$ cat src/sv/gtb_pkg.sv
// Shared types, constants and field arithmetic for the GF(2^m) table builder.
package gtb_pkg;

    // Largest supported field degree and the table geometry that follows from it.
    localparam int MAX_DEGREE  = 8;
    localparam int TABLE_DEPTH = 1 << MAX_DEGREE;
    localparam int ELEM_W      = 8;
    localparam int POLY_W      = 9;
    localparam logic [POLY_W-1:0] POLY_RESET = 9'd285;

    // Function codes of an input word.
    localparam logic FUNC_TRY  = 1'b0;
    localparam logic FUNC_READ = 1'b1;

    // Result status codes.
    typedef enum logic [2:0] {
        STAT_OK        = 3'd0,
        STAT_NOT_GEN   = 3'd1,
        STAT_BAD_CAND  = 3'd2,
        STAT_BAD_POLY  = 3'd3,
        STAT_NOT_READY = 3'd4,
        STAT_RANGE     = 3'd5
    } status_t;

    // Controller states.
    typedef enum logic [2:0] {
        S_IDLE,
        S_DECODE,
        S_POWER,
        S_FAIL,
        S_INV,
        S_FINISH,
        S_RD_DATA
    } state_t;

    // Input word.
    typedef struct packed {
        logic              func;
        logic [ELEM_W-1:0] operand;
    } in_word_t;

    // Result word.
    typedef struct packed {
        logic [2:0]        status;
        logic [ELEM_W-1:0] order;
        logic [ELEM_W-1:0] generator_out;
        logic [ELEM_W-1:0] exp_value;
        logic [ELEM_W-1:0] log_value;
        logic [ELEM_W-1:0] inv_value;
    } out_word_t;

    // Commands from the controller to the datapath.
    typedef struct packed {
        logic    load;
        logic    pw_init;
        logic    pw_step;
        logic    commit_ok;
        logic    commit_fail;
        logic    inv_start;
        logic    rd_issue;
        logic    emit;
        status_t emit_status;
    } cmd_t;

    // Status from the datapath to the controller.
    typedef struct packed {
        logic func;
        logic poly_ok;
        logic cand_ok;
        logic ready;
        logic idx_ok;
        logic pw_hit_one;
        logic pw_last;
        logic inv_done;
    } sts_t;

    // Mask of the field elements: bit k is set when the degree exceeds k.
    function automatic logic [ELEM_W-1:0] deg_mask(input logic [POLY_W-1:0] poly);
        logic [ELEM_W-1:0] m;
        m = '0;
        for (int k = 0; k < ELEM_W; k++)
        begin
            m[k] = |(poly >> (k + 1));
        end
        return m;
    endfunction

    // Product of two field elements reduced modulo the field polynomial.
    function automatic logic [ELEM_W-1:0] gf_mul(input logic [ELEM_W-1:0] a,
                                                 input logic [ELEM_W-1:0] b,
                                                 input logic [POLY_W-1:0] poly,
                                                 input logic [ELEM_W-1:0] mask);
        logic [POLY_W-1:0] acc;
        logic [POLY_W-1:0] hi;
        logic [ELEM_W-1:0] r;
        acc = {1'b0, a};
        hi  = {1'b0, mask} + 9'd1;
        r   = '0;
        for (int k = 0; k < ELEM_W; k++)
        begin
            if (b[k])
            begin
                r = r ^ acc[ELEM_W-1:0];
            end
            acc = {acc[POLY_W-2:0], 1'b0};
            if ((acc & hi) != '0)
            begin
                acc = acc ^ poly;
            end
        end
        return r & mask;
    endfunction

endpackage

$ cat src/sv/gtb_ctrl.sv
// Controller state machine that sequences decode, power walk, inverse sweep and reads.
module gtb_ctrl
    import gtb_pkg::*;
(
    input  logic   clk,
    input  logic   rst_n,
    input  logic   start,
    output logic   busy,
    input  sts_t   sts,
    output cmd_t   cmd
);

    state_t state_reg;
    state_t state_next;

    // State register.
    always_ff @(posedge clk or negedge rst_n)
    begin
        if (!rst_n)
        begin
            state_reg <= S_IDLE;
        end
        else
        begin
            state_reg <= state_next;
        end
    end

    // Next state.
    always_comb
    begin
        state_next = state_reg;
        unique case (state_reg)
            S_IDLE:
            begin
                if (start)
                begin
                    state_next = S_DECODE;
                end
            end
            S_DECODE:
            begin
                if (sts.func == FUNC_TRY)
                begin
                    state_next = (sts.poly_ok && sts.cand_ok) ? S_POWER : S_IDLE;
                end
                else
                begin
                    state_next = (sts.ready && sts.idx_ok) ? S_RD_DATA : S_IDLE;
                end
            end
            S_POWER:
            begin
                if (sts.pw_hit_one && sts.pw_last)
                begin
                    state_next = S_INV;
                end
                else if (sts.pw_hit_one || sts.pw_last)
                begin
                    state_next = S_FAIL;
                end
            end
            S_FAIL:    state_next = S_IDLE;
            S_INV:
            begin
                if (sts.inv_done)
                begin
                    state_next = S_FINISH;
                end
            end
            S_FINISH:  state_next = S_IDLE;
            S_RD_DATA: state_next = S_IDLE;
            default:   state_next = S_IDLE;
        endcase
    end

    // Command outputs.
    always_comb
    begin
        cmd             = '0;
        cmd.emit_status = STAT_OK;
        busy            = (state_reg != S_IDLE);
        unique case (state_reg)
            S_IDLE:
            begin
                cmd.load = start;
            end
            S_DECODE:
            begin
                if (sts.func == FUNC_TRY)
                begin
                    if (!sts.poly_ok)
                    begin
                        cmd.emit        = 1'b1;
                        cmd.emit_status = STAT_BAD_POLY;
                    end
                    else if (!sts.cand_ok)
                    begin
                        cmd.emit        = 1'b1;
                        cmd.emit_status = STAT_BAD_CAND;
                    end
                    else
                    begin
                        cmd.pw_init = 1'b1;
                    end
                end
                else
                begin
                    if (!sts.ready)
                    begin
                        cmd.emit        = 1'b1;
                        cmd.emit_status = STAT_NOT_READY;
                    end
                    else if (!sts.idx_ok)
                    begin
                        cmd.emit        = 1'b1;
                        cmd.emit_status = STAT_RANGE;
                    end
                    else
                    begin
                        cmd.rd_issue = 1'b1;
                    end
                end
            end
            S_POWER:
            begin
                cmd.pw_step = 1'b1;
                if (sts.pw_hit_one && sts.pw_last)
                begin
                    cmd.commit_ok = 1'b1;
                    cmd.inv_start = 1'b1;
                end
                else if (sts.pw_hit_one || sts.pw_last)
                begin
                    cmd.commit_fail = 1'b1;
                end
            end
            S_FAIL:
            begin
                cmd.emit        = 1'b1;
                cmd.emit_status = STAT_NOT_GEN;
            end
            S_INV:
            begin
                cmd.emit = 1'b0;
            end
            S_FINISH, S_RD_DATA:
            begin
                cmd.emit        = 1'b1;
                cmd.emit_status = STAT_OK;
            end
            default:
            begin
                cmd.emit = 1'b0;
            end
        endcase
    end

endmodule

$ cat config.mk
export PLATFORM = sky130hd
export DESIGN_NAME = gtb_ctrl
export DESIGN_NICKNAME = d
export VERILOG_FILES = /design/src/sv/gtb_pkg.sv /design/src/sv/gtb_ctrl.sv
export SDC_FILE = /design/constraint.sdc
export NUM_CORES = 1
export LEC_CHECK = 0
export CORE_AREA = 5 5 42 44
export CTS_CLUSTER_DIAMETER = 120
export DETAILED_ROUTE_END_ITERATION = 10
export DIE_AREA = 0 0 47 49
export DONT_BUFFER_PORTS = 1
export GPL_TIMING_DRIVEN = 0
export PLACE_DENSITY = 0.46
export SKIP_LAST_GASP = 1
export SLEW_MARGIN = 5
export SYNTH_ARGS = -nofsm -noshare
export SYNTH_HDL_FRONTEND = slang
export SYNTH_SLANG_ARGS = --single-unit
$ cat constraint.sdc
create_clock -name clk -period 3.6 [get_ports clk]
set_clock_uncertainty 0.15 [all_clocks]
set_input_delay 0.18 -clock clk [delete_from_list [all_inputs] [get_ports clk]]
set_output_delay 0.18 -clock clk [all_outputs]
set_load 0.05 [all_outputs]
# After elaboration in Yosys (flattened, before gate mapping)
# Cells that the tools add are included.
[word_totals]
output_inout_bits = 12
ff_bits = 3
input_bits = 11
elab_cells = 46
[op_classes]
reduce_logical = 8
mux = 28
eq_ne = 9
[op_table]
columns = ["cell", "count"]
rows = [
  ["$mux 4", 6],
  ["$mux 3", 6],
  ["$mux 1", 12],
  ["$pmux 3 s4", 1],
  ["$eq 3x3->1 const B", 3],
  ["$eq 3x2->1 const B", 2],
  ["$pmux 3 s2", 1],
  ["$ne 2x2->1 const B", 2],
  ["$eq 3x1->1 const B", 1],
  ["$logic_and 1x1->1", 3],
  ["$logic_not 3->1", 1],
  ["$ne 3x3->1 const B", 1],
  ["$reduce_and 3->1", 1],
  ["$reduce_bool 3->1", 1],
  ["$reduce_or 3->1", 1],
  ["$mux 2", 1],
  ["$pmux 1 s2", 1],
  ["$logic_or 1x1->1", 1],
]

# Depth between registers and ports, before layout
# Gate-level depths: netlist (run 1).
[logic_depth]
ltp_word = 4
depth_mapped = 5
ltp_nobuf = 5

# Worst setup path before layout (run 1)
# Ideal clock, no wire load.
[synth_path]
path_kind = "flip-flop to output port"
start = "register state_reg[2]"
end = "output cmd[9] in the netlist's numbering"
required_ps = 3270
path_slack_ps = 1352
n_path_buf = 1
path_stages_with_launch = 4
t_arrival_ps = 1918
cell_sequence = "dfrtp_1 buf_6 or3b_1 nor3_1"
[synth_rtl]
columns = ["item", "line", "text"]
rows = [
  ["start: declaration", "gtb_ctrl.sv:13", "state_t state_reg;"],
  ["start signal: assignment", "gtb_ctrl.sv:25", "state_reg <= state_next;"],
  ["end: declaration", "gtb_ctrl.sv:10", "output cmd_t cmd"],
]

==> impl_metrics.csv, run 1 <==
group,metric,value,unit
outcome,outcome,"completed",
sta,min_period,2.44,ns
cts,clk_latency,0.23,ns
placement,gp_congestion,0.655,
worst_setup_path,startpoint,"state_reg[0]$_DFFE_PN0P_",
power_and_ir_drop,switching_power,0.260,mW
global_route,grt_pass1_vias,317,
yosys,synth-seq-cells,3,
detailed_routing,vias,346,
yosys,synth.top_cell.area_share,0.215,
yosys,yosysSeqAreaShare,0.215,
sta,setup_viol,0,
worst_setup_path,cp.buffers_inverters,0,
floorplanning,ios,23,
final_layout,final_area,425,um2
worst_setup_path,cp.arrival,2.11,ns
floorplanning,die_y,49,um
yosys,synth_common_cells,"nor2_1 (6), inv_1 (4), nand2_1 (4)",
min_path,hp-start,"sts[4]",
floorplanning,rows,14,
cts,cts.clk_slew.worst_paths,0.03,ns
cts,root_buffer,"clkbuf_4",
floorplanning,die-area,2300,um2
global_route,grt.total_usage,0.0889,
detailed_routing,wirelength,931,um
final_layout,largest_reg_flops,3,
detailed_routing,drc_errors,0,
sta,period_share,0.677,
yosys,yosysMostFrequentCell,"nor2_1",
power_and_ir_drop,pwr-share-comb,0.704,
worst_setup_path,worstPathMaxFanout,8,
yosys,synth_area,349,um2
global_route,grt_antenna_before_repair,0,
yosys,synth.area.top_cells,"dfrtp_1 (22%), ha_1 (7.2%), nor3b_2 (7.2%)",
worst_setup_path,crit_chain,"or3_2, nor2_1",
sta,rsz0062_at_grt,"no",
sta,slew_viol_final,0,
worst_setup_path,reg2reg_from,"state_reg[0]$_DFFE_PN0P_",
worst_setup_path,critPathSlowestCell,"nor2_1",
sta,hold_violations,0,
cts,clock_sinks,3,
yosys,yosysWarningCount,0,
detailed_routing,via_per_inst,5.09,
final_layout,drive_gt1_frac,0.212,
yosys,yosys_most_used_dff,"dfrtp_1",
placement,port_buffers,0,
sta,fmax,410,MHz
power_and_ir_drop,clkPwrFrac,0.140,
yosys,synth_edf_count,0,
cts,cts_buffer_depth,2,
worst_setup_path,startpoint_type,"register",
detailed_routing,drt-initial-drc-count,7,
yosys,synth.distinct_cells,28,
power_and_ir_drop,internal_power,0.164,mW
yosys,synthesis.nets,59,
cts,tritoncts,"done",
floorplanning,start_util,0.249,
final_layout,fin_nets,66,
power_and_ir_drop,power_density,996,nW/um2
sta,fin_tns_setup,0,ns
placement,post_dp_cell_area,379,um2
cts,cts_resized,0,
worst_setup_path,worstSetupEndpointType,"primary output",
yosys,postSynth.asyncResetShare,1.00,
cts,htreeDepth,1,
min_path,hold_depth,2,
yosys,syn-instance-count,46,
detailed_routing,final_antenna_net_count,0,
global_route,overflow,0,
placement,hpwl,682,um
final_layout,area_growth,21.9,%
cts,cts-buffers-inserted,3,
worst_setup_path,cpPeakStageDelay,0.74,ns
floorplanning,chipWidth,47,um
power_and_ir_drop,ir_drop,0.333,mV
detailed_routing,drtPass1Iterations,4,
final_layout,num-fill-cells,164,
final_layout,post-route-util,0.304,
sta,max-slew-margin-rel,0.306,
final_layout,n_antenna_cell,0,
worst_setup_path,r2r_cells,3,
cts,post_cts_buffers,0,
final_layout,register_area,75.1,um2
yosys,yosys.area.top_type,"dfrtp_1",
worst_setup_path,cp.required,3.27,ns
detailed_routing,wl_per_cell,13.7,um
worst_setup_path,crit_type,"register to primary output",
power_and_ir_drop,sequentialPowerShare,0.156,
worst_setup_path,cp_num_cells,2,
sta,tightest_slew,1.04,ns
min_path,hold_class,"primary input to register",
placement,dp_cells,62,
job,drv_cap,0,
yosys,syn_area_per_cell,7.59,um2
power_and_ir_drop,p_leak,0.197,nW
floorplanning,coreArea,1400,um2
global_route,grt_max_degree,11,
power_and_ir_drop,sw_frac_of_total,0.613,
final_layout,finalNonFillerCells,68,
cts,hold_buffers,1,
final_layout,multi_input_area,245,um2
worst_setup_path,critical-path-top-delay-family,"simple AND/OR/NAND/NOR gates",
global_route,grt_pass1_wl,1.37,mm
==> kinds of logic (layout without fill, tap and decap cells) <==
group	after synthesis	count (layout)	share of synthesized area
adders and majority gates	2	2	0.0717
and+or+nand+nor	24	24	0.405
AOI/OAI and AO/OA	8	8	0.143
muxes	1	1	0.0287
DFF	3	3	0.215
buffers and inverters	7	13	0.111
xor gates and xnor gates	1	1	0.0251
==> power by group through the flow <==
| stage | sequential (mW) | combinational (mW) | clock (mW) |
|---|---|---|---|
| finish | 0.0661 | 0.298 | 0.0593 |
| global placement | 0.0663 | 0.293 | 0 |
| floorplan | 0.0605 | 0.267 | 0 |
| detailed placement | 0.0665 | 0.298 | 0 |
| CTS | 0.0664 | 0.300 | 0.0616 |
| global route | 0.0687 | 0.315 | 0.0670 |
==> stage by stage <==
step	power, mW	setup slack (ns)	hold slack, ns
2_1_floorplan	0.328	1.35	-0.266
4_1_cts	0.428	1.15	0.00106
5_1_grt	0.450	1.12	0.00345
6_report	0.424	1.16	0.00385
3_3_place_gp	0.359	1.30	-0.265
3_5_place_dp	0.364	1.41	-0.265
==> cell usage in the layout, fill, tap and decap left out <==
| cell type | netlist | routed |
|---|---|---|
| a21oi_1 | 3 | 3 |
| a22o_1 | 1 | 1 |
| a311oi_1 | 1 | 1 |
| a31oi_1 | 1 | 1 |
| and2_1 | 1 | 1 |
| and3_1 | 2 | 2 |
| buf_2 | 1 | 1 |
| buf_4 | 1 | 1 |
| buf_6 | 1 | 1 |
| clkbuf_1 | 0 | 1 |
| clkbuf_4 | 0 | 3 |
| dfrtp_1 | 3 | 3 |
| dlygate4sd3_1 | 0 | 2 |
| ha_1 | 2 | 2 |
| inv_1 | 4 | 4 |
| mux2i_1 | 1 | 1 |
| nand2_1 | 4 | 4 |
| nand2b_1 | 1 | 1 |
| nand3_1 | 1 | 1 |
| nand3b_1 | 1 | 1 |
| nor2_1 | 6 | 6 |
| nor2b_1 | 1 | 1 |
| nor3_2 | 0 | 1 |
| nor3b_2 | 2 | 3 |
| o21ai_0 | 1 | 1 |
| o22ai_1 | 1 | 1 |
| or2_1 | 1 | 1 |
| or3_2 | 1 | 1 |
| or3b_1 | 1 | 1 |
| xor2_1 | 1 | 1 |
==> metal layers <==
metal / routed length [um] / GRT usage / vias to the layer above
li1: - / - / 168
met1: 339 / 0.0996 / 157
met2: 461 / 0.124 / 17
met3: 93 / 0.0185 / 4
met4: 36 / 0.0968 / 0
met5: 0 / 0 / -
==> worst paths after layout <==
check                                           end  slack, ns
setup / recovery                            cmd[10]       1.16
hold / removal             state_reg[2]$_DFFE_PN0P_      0.004
setup reg to reg           state_reg[1]$_DFFE_PN0P_       1.99
hold reg to reg            state_reg[0]$_DFFE_PN0P_       0.43
max in group asynchronous  state_reg[2]$_DFFE_PN0P_       3.11
min in group asynchronous  state_reg[1]$_DFFE_PN0P_       0.05
==> cell type report <==
cell class,count,area share
plain buffers,3,0.0559
clock buffers,4,0.0618
inverters,4,0.0353
multi-input cells,36,0.576
flip-flops and latches,3,0.176
well taps,16,0.0471
repair buffers,2,0.0471
(Power assumes the default switching activity.)
==> run 2: changes to the inputs <==
- PLACE_DENSITY: 0.46 -> 0.47
- clock period: 3.6 -> 2.17 ns (I/O delays scaled with it)
==> run 2 against run 1 <==
Against the previous run: register-to-register slack got worse by 1.7 ns; non-clock buffer count is 3 higher; routed wire length rose by 0.11%; core utilization increased by 3.4 points; hold slack better by 0.023 ns; flip-flop and latch count stayed put; clock-buffer cell count stayed put; critical path depth unchanged; largest power group unchanged; highest routed layer is now met3.
==> impl_metrics.csv, run 2 (same netlist as run 1, synthesis figures left out) <==
group,metric,value,unit
final_layout,final_area,473,um2
job,drv_cap,0,
placement,post_dp_cell_area,379,um2
sta,fmax,479,MHz
placement,dp_cells,62,
detailed_routing,drt-initial-drc-count,10,
floorplanning,die-area,2300,um2
worst_setup_path,cp.arrival,1.83,ns
detailed_routing,final_antenna_net_count,0,
detailed_routing,wirelength,932,um
power_and_ir_drop,p_leak,0.210,nW
final_layout,largest_reg_flops,3,
detailed_routing,drc_errors,0,
sta,period_share,0.962,
floorplanning,rows,14,
cts,root_buffer,"clkbuf_4",
floorplanning,die_y,49,um
worst_setup_path,worstSetupEndpointType,"primary output",
floorplanning,chipWidth,47,um
final_layout,area_growth,35.5,%
min_path,worstHoldEndpoint,"state_reg[0]$_DFFE_PN0P_",
placement,hpwl,684,um
floorplanning,coreArea,1400,um2
worst_setup_path,cp.required,1.91,ns
cts,tritoncts,"done",
sta,tightest_slew,0.831,ns
placement,port_buffers,0,
final_layout,n_antenna_cell,0,
final_layout,finalNonFillerCells,71,
detailed_routing,wl_per_cell,13.1,um
power_and_ir_drop,power_density,1560,nW/um2
final_layout,final_cell_mix,"dlygate4sd3_1 (5), inv_1 (4), nand2_1 (4), nor2_1 (4)",
detailed_routing,vias,348,
cts,cts_buffer_depth,2,
sta,max-slew-margin-rel,0.443,
worst_setup_path,reg2reg_from,"state_reg[1]$_DFFE_PN0P_",
cts,htreeDepth,1,
global_route,grt_max_degree,11,
worst_setup_path,r2r_cells,5,
worst_setup_path,reg2reg_to,"state_reg[2]$_DFFE_PN0P_",
min_path,hold_depth,3,
sta,hold_violations,0,
min_path,hp-start,"start",
worst_setup_path,crit_chain,"or3b_1, nor3b_2",
final_layout,final_common_cell,"dlygate4sd3_1",
worst_setup_path,cpPeakStageDelay,0.70,ns
global_route,grt.total_usage,0.0883,
global_route,grt_antenna_before_repair,0,
floorplanning,ios,23,
worst_setup_path,startpoint_type,"register",
cts,clock_sinks,3,
worst_setup_path,worstPathMaxFanout,8,
global_route,grt_pass1_vias,336,
global_route,grt_pass1_wl,1.41,mm
cts,cts.clk_slew.worst_paths,0.03,ns
cts,cts-buffers-inserted,3,
sta,setup_viol,0,
detailed_routing,drtPass1Iterations,4,
sta,fin_tns_setup,0,ns
outcome,outcome,"completed",
power_and_ir_drop,ir_drop,0.515,mV
floorplanning,start_util,0.249,
global_route,overflow,0,
sta,slew_viol_final,0,
min_path,hold_class,"primary input to register",
placement,gp_congestion,0.705,
cts,clk_latency,0.23,ns
worst_setup_path,critPathSlowestCell,"nor3b_2",
final_layout,drive_gt1_frac,0.273,
detailed_routing,via_per_inst,4.90,
sta,rsz0062_at_grt,"no",
final_layout,fin_nets,69,
sta,min_period,2.09,ns
worst_setup_path,crit_type,"register to primary output",
worst_setup_path,r2r_slack,0.31,ns
==> run 2: metal layers <==
metal  global-route usage  wire [um]  vias to the layer above
li1                     -          -                      177
met1                0.102        384                      160
met2                0.127        473                       11
met3               0.0148         74                        0
met4               0.0876          0                        0
met5                    0          0                        -
==> run 2: worst max path at each step <==
| stage | from | endpoint | cells after the start |
|---|---|---|---|
| floorplan | state_reg[0]$_DFFE_PN0P_ | cmd[10] | 2 |
| CTS | state_reg[0]$_DFFE_PN0P_ | cmd[10] | 2 |
| global placement | state_reg[1]$_DFFE_PN0P_ | cmd[0] | 3 |
| finish | state_reg[0]$_DFFE_PN0P_ | cmd[1] | 2 |
| global route | state_reg[0]$_DFFE_PN0P_ | cmd[1] | 2 |
| detailed placement | state_reg[0]$_DFFE_PN0P_ | cmd[10] | 2 |
==> run 2: stage by stage <==
stage	hold slack (ns)	power, mW	worst slack, ns	utilization
after CTS	0.0260	0.731	0.0331	0.329
after floorplan	-0.337	0.546	0.131	-
after detailed placement	-0.337	0.606	0.0476	0.271
after global routing	0.0354	0.781	0.0181	0.338
final	0.0267	0.737	0.0825	0.338
after global placement	-0.337	0.598	0.0475	0.267
==> run 2: power breakdown <==
part	switching [mW]	internal, mW	leakage, nW
Clock	0.0277	0.0688	0.0150
Combinational	0.390	0.142	0.156
Sequential	0.0290	0.0804	0.0396
==> run 2: cell type report <==
cell class                      count  area, um2
Timing Repair Buffer                5       50.0
Sequential cell                     3       75.1
Tap cell                           16       20.0
Inverter                            4       15.0
Fill cell                         160        928
Multi-Input combinational cell     36        263
Clock buffer                        4       26.3
Buffer                              3       23.8
==> run 2: worst max-delay path: cells and delay by family, from the launching register on <==
family	cells	cell delay [ns]
DFF	1	0.48
and+or+nand+nor	2	1.12
==> run 2: timing repair <==
| action | CTS | global route |
|---|---|---|
| endpoints found under the hold margin | 4 | 0 |
| resized for setup | 2 | 3 |
| endpoints found under the setup margin | 2 | 3 |
| setup buffers | 0 | 0 |
| hold buffers | 5 | 0 |
==> run 3: changes to the inputs <==
- ABC_AREA: default -> 1
- PLACE_DENSITY: 0.47 -> 0.48
==> run 3 against run 2 <==
Against the previous run: combinational power down 2%; fmax down 0.69%; critical path depth up 3; cell area down 5.0%; highest routed layer unchanged; sequential power up 7%; clock-buffer cell count unchanged; clock power down 1%; global-route usage down 1.9 points; flip-flop and latch count unchanged; die area unchanged; total power down 0.89%; largest cell class unchanged.
==> impl_metrics.csv, run 3 <==
group,metric,value,unit
detailed_routing,wl_per_cell,9.49,um
final_layout,n_antenna_cell,0,
power_and_ir_drop,sw_frac_of_total,0.668,
sta,fmax,476,MHz
worst_setup_path,cp.required,1.91,ns
placement,hpwl,691,um
cts,cts-buffers-inserted,3,
yosys,syn-instance-count,65,
detailed_routing,vias,372,
yosys,yosysWarningCount,0,
sta,fin_tns_setup,0,ns
cts,post_cts_buffers,0,
power_and_ir_drop,power_density,1630,nW/um2
final_layout,fin_nets,86,
worst_setup_path,cp.arrival,1.84,ns
worst_setup_path,reg2reg_from,"state_reg[2]$_DFFE_PN0P_",
worst_setup_path,crit_type,"register to primary output",
yosys,synth_common_cells,"inv_1 (17), nand2_1 (17), nor2_1 (10)",
final_layout,largest_reg_flops,3,
final_layout,final_area,449,um2
worst_setup_path,worstPathMaxFanout,5,
yosys,synth_area,359,um2
final_layout,final_cell_mix,"inv_1 (17), nand2_1 (17), nor2_1 (9)",
yosys,synth.top_cell.area_share,0.209,
floorplanning,die-area,2300,um2
worst_setup_path,startpoint,"state_reg[2]$_DFFE_PN0P_",
power_and_ir_drop,ir_drop,0.525,mV
detailed_routing,wirelength,835,um
global_route,grt.total_usage,0.0698,
power_and_ir_drop,p_leak,0.279,nW
sta,tightest_slew,1.04,ns
floorplanning,start_util,0.256,
detailed_routing,final_antenna_net_count,0,
final_layout,area_growth,25.1,%
sta,setup_viol,0,
global_route,grt_max_degree,8,
cts,root_buffer,"clkbuf_4",
cts,clock_sinks,3,
sta,hold_violations,0,
global_route,grt_pass1_wl,1.17,mm
detailed_routing,via_per_inst,4.23,
yosys,yosysSeqAreaShare,0.209,
power_and_ir_drop,internal_power,0.242,mW
power_and_ir_drop,pwr-share-comb,0.709,
sta,period_share,0.969,
cts,clk_latency,0.23,ns
worst_setup_path,r2r_cells,6,
final_layout,drive_gt1_frac,0.111,
final_layout,num-fill-cells,177,
worst_setup_path,worstSetupEndpointType,"primary output",
floorplanning,die_y,49,um
yosys,synth.distinct_cells,14,
yosys,yosys.area.top_type,"dfrtp_1",
worst_setup_path,reg2reg_to,"state_reg[0]$_DFFE_PN0P_",
detailed_routing,drtPass1Iterations,3,
sta,min_period,2.10,ns
yosys,yosys_most_used_dff,"dfrtp_1",
job,drv_cap,0,
global_route,grt_antenna_before_repair,0,
floorplanning,chipWidth,47,um
min_path,hold_class,"primary input to register",
sta,rsz0062_at_grt,"yes",
placement,port_buffers,0,
yosys,synthesis.nets,78,
power_and_ir_drop,sequentialPowerShare,0.160,
worst_setup_path,r2r_slack,0.52,ns
placement,gp_congestion,0.696,
floorplanning,rows,14,
yosys,synth_edf_count,0,
worst_setup_path,critPathCapture,"cmd[2]",
floorplanning,coreArea,1400,um2
cts,cts.clk_slew.worst_paths,0.04,ns
power_and_ir_drop,clkPwrFrac,0.131,
outcome,outcome,"completed",
yosys,synth.area.top_cells,"dfrtp_1 (21%), inv_1 (18%), nand2_1 (18%)",
sta,max-slew-margin-rel,0.311,
global_route,overflow,0,
floorplanning,ios,23,
detailed_routing,drc_errors,0,
sta,timing.hold.ws,0.126,ns
placement,post_dp_cell_area,379,um2
final_layout,finalNonFillerCells,88,
power_and_ir_drop,switching_power,0.488,mW
detailed_routing,drt-initial-drc-count,2,
worst_setup_path,startpoint_type,"register",
yosys,syn_area_per_cell,5.52,um2
yosys,synth-seq-cells,3,
cts,tritoncts,"done",
sta,slew_viol_final,0,
yosys,postSynth.asyncResetShare,1.00,
cts,htreeDepth,1,
placement,dp_cells,81,
cts,cts_buffer_depth,2,
global_route,grt_pass1_vias,335,
[run 3: cell count changes in the layout (fill, tap and decap cells not counted), moves of 2 or more]
cell           previous run  this run
a21oi_2                   2         0
nor2_1                    4         9
inv_1                     4        17
o21ai_0                   1         3
dlygate4sd3_1             5         3
nand2_1                   4        17
and3_1                    2         0
nor3b_2                   3         0
nand3_1                   1         6
[run 3: worst min-delay path by stage]
stage           start                       end  slack, ns  cells past startpoint
2_1_floorplan   rst_n  state_reg[0]$_DFFE_PN0P_      -0.34                      0
3_3_place_gp    rst_n  state_reg[0]$_DFFE_PN0P_      -0.34                      0
3_5_place_dp    rst_n  state_reg[2]$_DFFE_PN0P_      -0.34                      0
4_1_cts        sts[7]  state_reg[2]$_DFFE_PN0P_       0.13                      6
5_1_grt        sts[7]                    cmd[1]       0.14                      1
6_report       sts[7]  state_reg[2]$_DFFE_PN0P_       0.13                      6
[run 3: per-layer routing]
layer  track usage  wire, um  vias up
met5             0         0        -
met4        0.0415         0        0
met3        0.0295        98        0
met2         0.113       399       15
met1        0.0705       338      148
li1              -         -      209
[run 3: cell type report]
class                      count  area, um2  share of cell area
timing repair buffer           3       30.0              0.0669
buffer                         1       7.51              0.0167
sequential                     3       75.1               0.167
clock buffer                   4       26.3              0.0585
multi-input combinational     44        226               0.504
inverter                      17       63.8               0.142
tap                           16       20.0              0.0446
[run 3: what timing repair did]
| item | CTS | global route |
|---|---|---|
| resized for setup | 2 | 1 |
| pin swaps | 0 | 0 |
| hold buffers | 3 | 0 |
| endpoints found under the hold margin | 4 | 0 |
| endpoints found under the setup margin | 2 | 3 |
[run 3: kinds of logic after synthesis]
family                   after synthesis  synth area share
AO/OA/AOI/OAI                          6             0.104
adder cells (fa/ha/maj)                2            0.0697
buffers and inverters                 18             0.199
flip-flops                             3             0.209
AND/OR/NAND/NOR                       36             0.418
[run 3: metrics by stage]
| step | total power [mW] | worst slack (ns) | utilization |
|---|---|---|---|
| finish | 0.731 | 0.0680 | 0.321 |
| global route | 0.788 | -0.0751 | 0.321 |
| CTS | 0.735 | 0.0424 | 0.315 |
| detailed placement | 0.613 | 0.153 | 0.271 |
| global placement | 0.616 | 0.130 | 0.271 |
| floorplan | 0.566 | 0.240 | - |
[run 3: worst max-delay path: stages, from the launching register on]
cell	delay, ns
dfrtp_1	0.40
inv_1	0.14
nand2_1	0.09
nor2_1	0.16
inv_1	0.14
nor2_1	0.70
[run 3: power by group through the flow]
stage | Combinational, mW | Clock, mW | Sequential, mW
3_3_place_gp | 0.497 | 0 | 0.119
2_1_floorplan | 0.456 | 0 | 0.110
6_report | 0.518 | 0.0955 | 0.117
4_1_cts | 0.517 | 0.102 | 0.116
5_1_grt | 0.559 | 0.108 | 0.121
3_5_place_dp | 0.496 | 0 | 0.117
